## src/hdl/brd_pkg.sv

```systemverilog
// brd_pkg: shared types and constants for the bridge response deframer
// no dependencies; imported by bridge_response_deframer
`default_nettype none

package brd_pkg;

   localparam int MAX_FRAME_DEF = 64;
   localparam int HEADER_BYTES  = 3;

   localparam logic [7:0] CODE_TIMEOUT = 8'h10;
   localparam logic [7:0] CODE_ERROR   = 8'h11;

   typedef enum logic [2:0] {
      ST_OK             = 3'd0,
      ST_BAD_LENGTH     = 3'd1,
      ST_ID_MISMATCH    = 3'd2,
      ST_REMOTE_TIMEOUT = 3'd3,
      ST_REMOTE_ERROR   = 3'd4,
      ST_OVER_CAPACITY  = 3'd5
   } status_type;

   typedef enum logic [1:0] {
      PH_IDLE     = 2'd0,
      PH_LEN_HIGH = 2'd1,
      PH_ID       = 2'd2,
      PH_PAYLOAD  = 2'd3
   } phase_type;

endpackage

`default_nettype wire

```

## src/hdl/bridge_response_deframer.sv

```systemverilog
// bridge_response_deframer: parses length/id framed response words, one word per cycle while req_ready is high
// an accepted word's result is registered in the output register
// throughput: one word per cycle while the output register is empty or rsp_ready takes it
// reset (synchronous, active high) returns the parser to waiting for a frame start
// and empties the output register
// depends on brd_pkg
`default_nettype none

module bridge_response_deframer #(
   parameter int MaxFrame = brd_pkg::MAX_FRAME_DEF
) (
   input  wire logic                    clock,
   input  wire logic                    reset,
   input  wire logic                    req_valid,
   output      logic                    req_ready,
   input  wire logic [7:0]              req_rx_byte,
   input  wire logic                    req_frame_start,
   input  wire logic [7:0]              req_match_id,
   input  wire logic [5:0]              req_payload_capacity,
   output      logic                    rsp_valid,
   input  wire logic                    rsp_ready,
   output      logic [7:0]              rsp_data_byte,
   output      logic                    rsp_has_data,
   output      logic                    rsp_frame_end,
   output      brd_pkg::status_type     rsp_status
);
   import brd_pkg::*;

   localparam int LEN_W = $clog2(MaxFrame + 1);
   localparam int CMP_W = (LEN_W > 6) ? LEN_W : 6;
   localparam logic [15:0] MAX16 = 16'(MaxFrame);
   localparam logic [15:0] HDR16 = 16'(HEADER_BYTES);

   phase_type          phase_ff, phase_in;
   logic [7:0]         length_low_ff, length_low_in;
   logic [LEN_W-1:0]   declared_length_ff, declared_length_in;
   logic [LEN_W-1:0]   bytes_seen_ff, bytes_seen_in;
   status_type         pending_status_ff, pending_status_in;
   logic               pass_payload_ff, pass_payload_in;

   logic               rsp_valid_ff, rsp_valid_in;
   logic [7:0]         rsp_data_ff, rsp_data_in;
   logic               rsp_has_ff, rsp_has_in;
   logic               rsp_end_ff, rsp_end_in;
   status_type         rsp_status_ff, rsp_status_in;

   logic               accept;
   logic [15:0]        new_len;
   logic               len_bad;
   logic [LEN_W-1:0]   plen;
   logic               over_cap;
   status_type         id_status;
   logic [LEN_W:0]     seen_next;
   logic               last;
   logic               single;
   logic               remote;

   assign req_ready = !rsp_valid_ff || rsp_ready;
   assign accept    = req_valid && req_ready;

   assign new_len   = {req_rx_byte, length_low_ff};
   assign len_bad   = (new_len < HDR16) || (new_len > MAX16);
   // declared length is at least the header once the id word arrives
   assign plen      = declared_length_ff - LEN_W'(HEADER_BYTES);
   assign over_cap  = CMP_W'(plen) > CMP_W'(req_payload_capacity);
   assign id_status = (req_rx_byte != req_match_id) ? ST_ID_MISMATCH :
                      over_cap ? ST_OVER_CAPACITY : ST_OK;
   assign seen_next = {1'b0, bytes_seen_ff} + (LEN_W+1)'(1);
   assign last      = seen_next >= {1'b0, declared_length_ff};
   assign single    = declared_length_ff == LEN_W'(HEADER_BYTES + 1);
   // one-word payload carrying a remote code overrides capacity
   assign remote    = single && (pending_status_ff != ST_ID_MISMATCH) &&
                      ((req_rx_byte == CODE_TIMEOUT) || (req_rx_byte == CODE_ERROR));

   // parser next state
   always_comb begin
      phase_in           = phase_ff;
      length_low_in      = length_low_ff;
      declared_length_in = declared_length_ff;
      bytes_seen_in      = bytes_seen_ff;
      pending_status_in  = pending_status_ff;
      pass_payload_in    = pass_payload_ff;
      if (accept) begin
         if (req_frame_start) begin
            length_low_in     = req_rx_byte;
            bytes_seen_in     = LEN_W'(1);
            pending_status_in = ST_OK;
            pass_payload_in   = 1'b0;
            phase_in          = PH_LEN_HIGH;
         end else begin
            case (phase_ff)
               PH_LEN_HIGH: begin
                  bytes_seen_in = LEN_W'(2);
                  if (len_bad) begin
                     phase_in = PH_IDLE;
                  end else begin
                     declared_length_in = LEN_W'(new_len);
                     phase_in           = PH_ID;
                  end
               end
               PH_ID: begin
                  bytes_seen_in     = LEN_W'(3);
                  pending_status_in = id_status;
                  pass_payload_in   = (id_status == ST_OK);
                  phase_in          = (plen == '0) ? PH_IDLE : PH_PAYLOAD;
               end
               PH_PAYLOAD: begin
                  bytes_seen_in = seen_next[LEN_W-1:0];
                  if (last) begin
                     phase_in = PH_IDLE;
                  end
               end
               default: begin
                  phase_in = PH_IDLE;
               end
            endcase
         end
      end
   end

   // result for the accepted word
   always_comb begin
      rsp_valid_in  = rsp_valid_ff && !rsp_ready;
      rsp_data_in   = rsp_data_ff;
      rsp_has_in    = rsp_has_ff;
      rsp_end_in    = rsp_end_ff;
      rsp_status_in = rsp_status_ff;
      if (accept) begin
         rsp_valid_in  = 1'b0;
         rsp_data_in   = 8'd0;
         rsp_has_in    = 1'b0;
         rsp_end_in    = 1'b1;
         rsp_status_in = ST_OK;
         if (!req_frame_start) begin
            case (phase_ff)
               PH_LEN_HIGH: begin
                  rsp_valid_in  = len_bad;
                  rsp_status_in = ST_BAD_LENGTH;
               end
               PH_ID: begin
                  rsp_valid_in  = (plen == '0);
                  rsp_status_in = id_status;
               end
               PH_PAYLOAD: begin
                  if (remote) begin
                     rsp_valid_in  = 1'b1;
                     rsp_status_in = (req_rx_byte == CODE_TIMEOUT) ?
                                     ST_REMOTE_TIMEOUT : ST_REMOTE_ERROR;
                  end else if (pass_payload_ff) begin
                     rsp_valid_in = 1'b1;
                     rsp_data_in  = req_rx_byte;
                     rsp_has_in   = 1'b1;
                     rsp_end_in   = last;
                  end else begin
                     rsp_valid_in  = last;
                     rsp_status_in = pending_status_ff;
                  end
               end
               default: begin
                  rsp_valid_in = 1'b0;
               end
            endcase
         end
      end
   end

   always_ff @(posedge clock) begin
      if (reset) begin
         phase_ff           <= PH_IDLE;
         length_low_ff      <= 8'd0;
         declared_length_ff <= '0;
         bytes_seen_ff      <= '0;
         pending_status_ff  <= ST_OK;
         pass_payload_ff    <= 1'b0;
         rsp_valid_ff       <= 1'b0;
      end else begin
         phase_ff           <= phase_in;
         length_low_ff      <= length_low_in;
         declared_length_ff <= declared_length_in;
         bytes_seen_ff      <= bytes_seen_in;
         pending_status_ff  <= pending_status_in;
         pass_payload_ff    <= pass_payload_in;
         rsp_valid_ff       <= rsp_valid_in;
      end
   end

   always_ff @(posedge clock) begin
      rsp_data_ff   <= rsp_data_in;
      rsp_has_ff    <= rsp_has_in;
      rsp_end_ff    <= rsp_end_in;
      rsp_status_ff <= rsp_status_in;
   end

   assign rsp_valid     = rsp_valid_ff;
   assign rsp_data_byte = rsp_data_ff;
   assign rsp_has_data  = rsp_has_ff;
   assign rsp_frame_end = rsp_end_ff;
   assign rsp_status    = rsp_status_ff;

   // status only travels with the end of a frame
   a_status_at_end: assert property (@(posedge clock) disable iff (reset)
      rsp_valid && !rsp_frame_end |-> rsp_status == ST_OK)
      else $error("status without frame end");

   // passed payload always means the checks succeeded
   a_data_ok: assert property (@(posedge clock) disable iff (reset)
      rsp_valid && rsp_has_data |-> rsp_status == ST_OK)
      else $error("payload word with error status");

   // payload count stays inside the declared frame
   a_seen_bound: assert property (@(posedge clock) disable iff (reset)
      phase_ff == PH_PAYLOAD |-> bytes_seen_ff < declared_length_ff)
      else $error("payload count past declared length");

   // a bad length closes the frame at once
   a_bad_len_idle: assert property (@(posedge clock) disable iff (reset)
      accept && !req_frame_start && phase_ff == PH_LEN_HIGH && len_bad
      |=> phase_ff == PH_IDLE && rsp_valid && rsp_status == ST_BAD_LENGTH)
      else $error("bad length not reported");

endmodule

`default_nettype wire
```

## config.mk

```make
export PLATFORM = sky130hd
export DESIGN_NAME = bridge_response_deframer
export DESIGN_NICKNAME = d
export VERILOG_FILES = /design/src/hdl/brd_pkg.sv /design/src/hdl/bridge_response_deframer.sv
export SDC_FILE = /design/constraint.sdc
export NUM_CORES = 1
export LEC_CHECK = 0
export BUFFER_PORTS_ARGS = -buffer_cell sky130_fd_sc_hd__buf_2
export CAP_MARGIN = 20
export CORE_ASPECT_RATIO = 1.75
export CORE_MARGIN = 1.5
export CORE_UTILIZATION = 42
export DETAILED_ROUTE_END_ITERATION = 12
export PLACE_DENSITY = 0.63
export RECOVER_POWER = 100
export SYNTH_ARGS = -nofsm -noshare
export SYNTH_HDL_FRONTEND = slang
export SYNTH_SLANG_ARGS = --single-unit
```

## constraint.sdc

```tcl
create_clock -name clock -period 2.5 [get_ports clock]
set_input_delay 0.375 -clock clock [delete_from_list [all_inputs] [get_ports clock]]
set_output_delay 0.375 -clock clock [all_outputs]
set_load 0.01 [all_outputs]
```

# Word-level counts from Yosys, hierarchy flattened
# Cells that the tools add are included.
# word_totals
wordCells,73
regBits,42
# classes
n_bitwise,4
magnitude_cmp,4
n_reduce_logical,20
n_eq_ne,9
muxes,23
addsub,2
# op_table
op,count
3-bit 2-to-1 mux,7
7-bit one-hot mux with 3 select lines,1
"8-bit by 5-bit equality test with 1-bit output, second input constant",2
"16-bit by 7-bit greater-than comparator with 1-bit output, second input constant",1
"16-bit by 2-bit less-than comparator with 1-bit output, second input constant",1
3-bit one-hot mux with 3 select lines,1
"7-bit by 1-bit adder with 8-bit output, second input constant",1
8-bit by 7-bit greater-or-equal comparator with 1-bit output,1
2-bit 2-to-1 mux,4
8-bit inequality test,1
2-bit AND reduction,4
"7-bit by 3-bit equality test with 1-bit output, second input constant",1
7-bit by 6-bit greater-than comparator with 1-bit output,1
7-bit zero test,1
1-bit 2-to-1 mux,7
7-bit 2-to-1 mux,1
"7-bit by 2-bit subtractor with 7-bit output, second input constant",1
2-bit one-hot mux with 3 select lines,1
"2-bit equality test, second input constant",2
1-bit logical AND,4
1-bit inverter,4
4-bit AND reduction,1
4-bit nonzero test,1
4-bit OR reduction,1
9 further kinds,12

# Longest topological paths before layout
# logic_depth
ltp_word,7
ltp_mapped,9
mapped_depth_nobuf,9

# Least setup slack after synthesis
# No wires, ideal clock.
# synth_timing
path_kind,reg-to-reg
startpoint,register declared_length_ff[0]
endpoint,"register rsp_status_ff[0], in the netlist rsp_status[0], data pin"
stages_incl_launch_ff,10
slack_ps,306
arrival_ps,1924
setup_ps,270
path_cell_list,dfxtp_1 ha_1 or4_1 nand2_1 ha_1 o21a_1 o22ai_1 o211ai_2 nand2_2 a311oi_1
# synth_between
elab_chain_cells,5
word_cells_on_any_way,9
classes_between,1 x add/sub; 1 x order compare; 1 x eq/ne; 4 x mux; 2 x reduce/logical
# synth_lines
item,line_no,source
from (decl),bridge_response_deframer.sv:36,"logic [LEN_W-1:0] declared_length_ff, declared_length_in;"
from (signal assigned),bridge_response_deframer.sv:179,declared_length_ff <= declared_length_in;
7-bit by 2-bit subtractor with 7-bit output / 7-bit by 3-bit equality test with 1-bit output (equally long branches),"bridge_response_deframer.sv:64, bridge_response_deframer.sv:70",
7-bit by 6-bit greater-than comparator with 1-bit output / 1-bit logical AND (equally long branches),"bridge_response_deframer.sv:65, bridge_response_deframer.sv:72",
3-bit 2-to-1 mux / 1-bit logical AND (equally long branches),"bridge_response_deframer.sv:67, bridge_response_deframer.sv:72",
"3-bit 2-to-1 mux, on equally long branches","bridge_response_deframer.sv:66, bridge_response_deframer.sv:145",
3-bit one-hot mux with 3 select lines (*),bridge_response_deframer.sv:135,case (phase_ff)
to (signal assigned),bridge_response_deframer.sv:191,rsp_status_ff <= rsp_status_in;
to (decl),bridge_response_deframer.sv:45,"status_type rsp_status_ff, rsp_status_in;"
# Every way passes the cells marked *; elsewhere a longest branch is shown, timed or not.
# A chain may end at the register's enable or synchronous reset.

# Final worst setup path
# layout_timing
startpoint,register declared_length_ff[1]
endpoint,"register rsp_status_ff[0], in the netlist rsp_status[0], data pin"
# Same word-level chain as after synthesis.

==> results.sh <==
export IMPL_first_iter_violations=76
export IMPL_wl_per_cell_um=14.92
export IMPL_grt_pass1_wl_mm=9.632
export IMPL_netSwitchingFraction=0.2345
export IMPL_fin_crit_sh=0.9380
export IMPL_drt_wl_total_mm=5.923
export IMPL_die_area_mm2=0.006479
export IMPL_layout_nets=365
export IMPL_setup_viol=0
export IMPL_skew_ps=9.612
export IMPL_critPathRequiredTime_ps=2550
export IMPL_powerDensity_mw_per_mm2=514.0
export IMPL_dp_hpwl_mm=4.593
export IMPL_synth_edff_count=13
export IMPL_yosys_area_top_type="dfxtp_1"
export IMPL_root_buffer="clkbuf_8"
export IMPL_synth_top_family_by_area="simple AND/OR/NAND/NOR gates"
export IMPL_grt_start_max_net_pins=30
export IMPL_rsz0062_at_grt="no"
export IMPL_worstHoldStart="req_valid"
export IMPL_maxSlewHeadroom=0.3963
export IMPL_worst_ir_drop_vdd_v=0.0003584
export IMPL_maxCapViolCount=0
export IMPL_layout_min_cycle_time_ps=2345
export IMPL_syn_inst=269
export IMPL_antenna_left=0
export IMPL_cts_max_level=2
export IMPL_ys_warn_count=0
export IMPL_num_rows=37
export IMPL_crit_type="reg -> reg"
export IMPL_holdPathEnd="rsp_valid"
export IMPL_r2r_end="rsp_status[0]"
export IMPL_synthAdderAreaFrac=0.09950
export IMPL_layout_drive_gt1_share=0.1755
export IMPL_synth_compound_area_share=0.1602
export IMPL_synthSimpleGateAreaFrac=0.1995
export IMPL_synth_avg_cell_area_um2=9.349
export IMPL_drcViolationCount=0
export IMPL_synth_xor_area_frac=0.05920
export IMPL_synth_most_common_cell="nor2_1"
export IMPL_viasPerCell=5.307
export IMPL_antennaDiodeCount=0
export IMPL_synth_seq_cells=41
export IMPL_ios=42
export IMPL_synth_mux_area_frac=0.05970
export IMPL_hold_slack_ps=372.6
export IMPL_min_delay_path_depth=3
export IMPL_slew_viol_final=0
export IMPL_p_switching_uw=358.5
export IMPL_synth_common_cells="nor2_1 (30), dfxtp_1 (28), inv_1 (21), ha_1 (20), mux2i_1 (15)"
export IMPL_holdCritPathClass="in -> reg"
export IMPL_p_comb_frac=0.102
export IMPL_post_cts_buffers=0
export IMPL_die_x_um=61.50
export IMPL_die_h_um=105.4
export IMPL_power_frac_seq=0.466
export IMPL_synth_area_leaders="dfxtp_1 (22%), edfxtp_1 (16%), ha_1 (10%), mux2i_1 (6.0%), xnor2_1 (4.9%)"
export IMPL_area_delta_synth_final_pct=18.26
export IMPL_port_buffers=41
export IMPL_syn_area_mm2=0.002515
export IMPL_ys_seq_area_frac=0.3781
export IMPL_critPathArrivalTime_ps=2390
export IMPL_r2r_slack_ps=160
export IMPL_ff2ff_path_depth=9
export IMPL_crit_fanout=5
export IMPL_grt_antenna_before_repair=0
export IMPL_clk_pin_slew_worst_paths_ps=90
export IMPL_synth_top_area_share=0.2229
export IMPL_fmax_mhz=426.5
export IMPL_start_kind="flip-flop"
export IMPL_dr_pass1_iters=4
export IMPL_overflow=0
export IMPL_cts_tree="yes"
export IMPL_grt_pass1_vias=2097
export IMPL_gp_congestion=0.8373
export IMPL_end_kind="flip-flop"
export IMPL_fin_setup_tns_ps=0
export IMPL_syn_nets=316
export IMPL_clockPowerShare=0.432
export IMPL_cell_internal_pwr_uw=1170
export IMPL_cts_sinks=41
export IMPL_hold_viol_final=0
export IMPL_start_util=0.4311
export IMPL_outcome="finished, final reports clean"
export IMPL_core_area_mm2=0.005833
export IMPL_worst_pin_slew_ps=904.6
export IMPL_max_clock_path_buffers=2
export IMPL_hold_buffers=0
export IMPL_synthFlopType="dfxtp_1"
export IMPL_track_usage=0.1974
export IMPL_r2r_start="declared_length_ff[1]"
export IMPL_ys_async_sr_fraction=0
export IMPL_p_leak_uw=0.001241
export IMPL_vias=2107
export IMPL_clkLatencyLatePin_ps=300
export IMPL_numCtsBuffers=5
export IMPL_yosysUniqueCellTypes=56
cells by family (layout without fill, tap and decap cells):
kind of cell / Yosys count / in the layout
buffers and inverters: 29 / 79
AND/OR/NAND/NOR: 93 / 93
adder cells (fa/ha/maj): 20 / 20
multiplexers: 15 / 15
XOR/XNOR: 17 / 17
AO/OA/AOI/OAI: 54 / 54
flip-flops: 41 / 41
critical path: stages, from the launching register on:
cell	delay (ps)
dfxtp_1	360
ha_1	270
or4_1	450
nand2_1	100
ha_1	240
o21a_1	180
o22ai_1	170
o211ai_2	150
nand2_2	110
a311oi_2	90
per-stage QoR:
| stage | power [uW] | cells | worst slack [ps] | instance area (um2) | utilization |
|---|---|---|---|---|---|
| CTS | 1542 | 397 | 0.6906 | 2988 | 0.5122 |
| global placement | 883.3 | 389 | 73.70 | 2850 | 0.4886 |
| finish | 1529 | 397 | 155.1 | 2974 | 0.5099 |
| floorplan | 818.7 | 269 | 306.0 | 2515 | - |
| detailed placement | 886.2 | 389 | -11.77 | 2850 | 0.4886 |
| global route | 1580 | 397 | 0.4690 | 2974 | 0.5099 |
final cells by class:
type	count	area [um2]
clock buffer	5	68.82
clock inverter	3	68.82
fill	599	2859
inverter	22	82.58
multi-input combinational	199	1461
sequential	41	952.2
tap	78	97.59
timing repair buffer	49	242.7
state kept, by name (all words and copies together), names as in the netlist:
signal	flops
rsp_frame_end	1
rsp_has_data	1
length_low_ff	8
bytes_seen_ff	7
phase_ff	2
rsp_status	3
declared_length_ff	7
rsp_data_byte	8
rsp_valid	1
pass_payload_ff	1
pending_status_ff	2
routing by layer:
layer,global-route usage,share of wire,vias up,wire length [um]
met3,0.02454,0.026,10,152
met1,0.2238,0.39,997,2320
met4,0.07599,0.023,0,138
met2,0.3534,0.56,38,3312
met5,0,0,-,0
li1,-,-,1062,-
power groups by stage:
stage	sequential [uW]	combinational (uW)	clock, uW
2_1_floorplan	731	88.2	0
6_report	713	156	660
3_3_place_gp	728	156	0
3_5_place_dp	728	158	0
4_1_cts	713	159	670
5_1_grt	715	174	691
placed cells by master (no fill, tap or decap), types with 2 or more instances in the layout:
cell type   n
nor2_1     30
dfxtp_1    27
buf_2      26
inv_1      21
ha_1       20
clkbuf_1   16
mux2i_1    15
xnor2_1    14
edfxtp_1   13
nand2_1    12
a21oi_1    10
o21ai_0    10
nand3_1     7
buf_4       7
nor3_1      6
and2_0      5
clkbuf_8    5
nor2b_1     4
or3_1       4
and3_1      3
xor2_1      3
nand4_1     3
and2_1      3
o31ai_1     2
or4_1       2
o21a_1      2
nand2b_1    2
o21ai_1     2
nor3_2      2
a211oi_1    2
o211a_1     2
a21boi_1    2
or3b_1      2
a32oi_1     2
bufinv_16   2
worst max path at each step:
stage / startpoint / to / slack (ps) / cells after the start
final: declared_length_ff[1] / rsp_status[0] / 160 / 9
after global placement: bytes_seen_ff[2] / phase_ff[0] / 70 / 8
after detailed placement: bytes_seen_ff[2] / phase_ff[0] / -10 / 8
after floorplan: declared_length_ff[0] / rsp_status[0] / 310 / 9
after CTS: bytes_seen_ff[2] / phase_ff[0] / 0.7 / 8
after global routing: declared_length_ff[0] / rsp_status[0] / 0.5 / 10
repair_timing:
item / in CTS / in global routing
hold endpoints to repair: 0 / 0
resized for setup: 0 / 9
endpoints found under the setup margin: 0 / 13
Power figures use the tool's default switching activity.
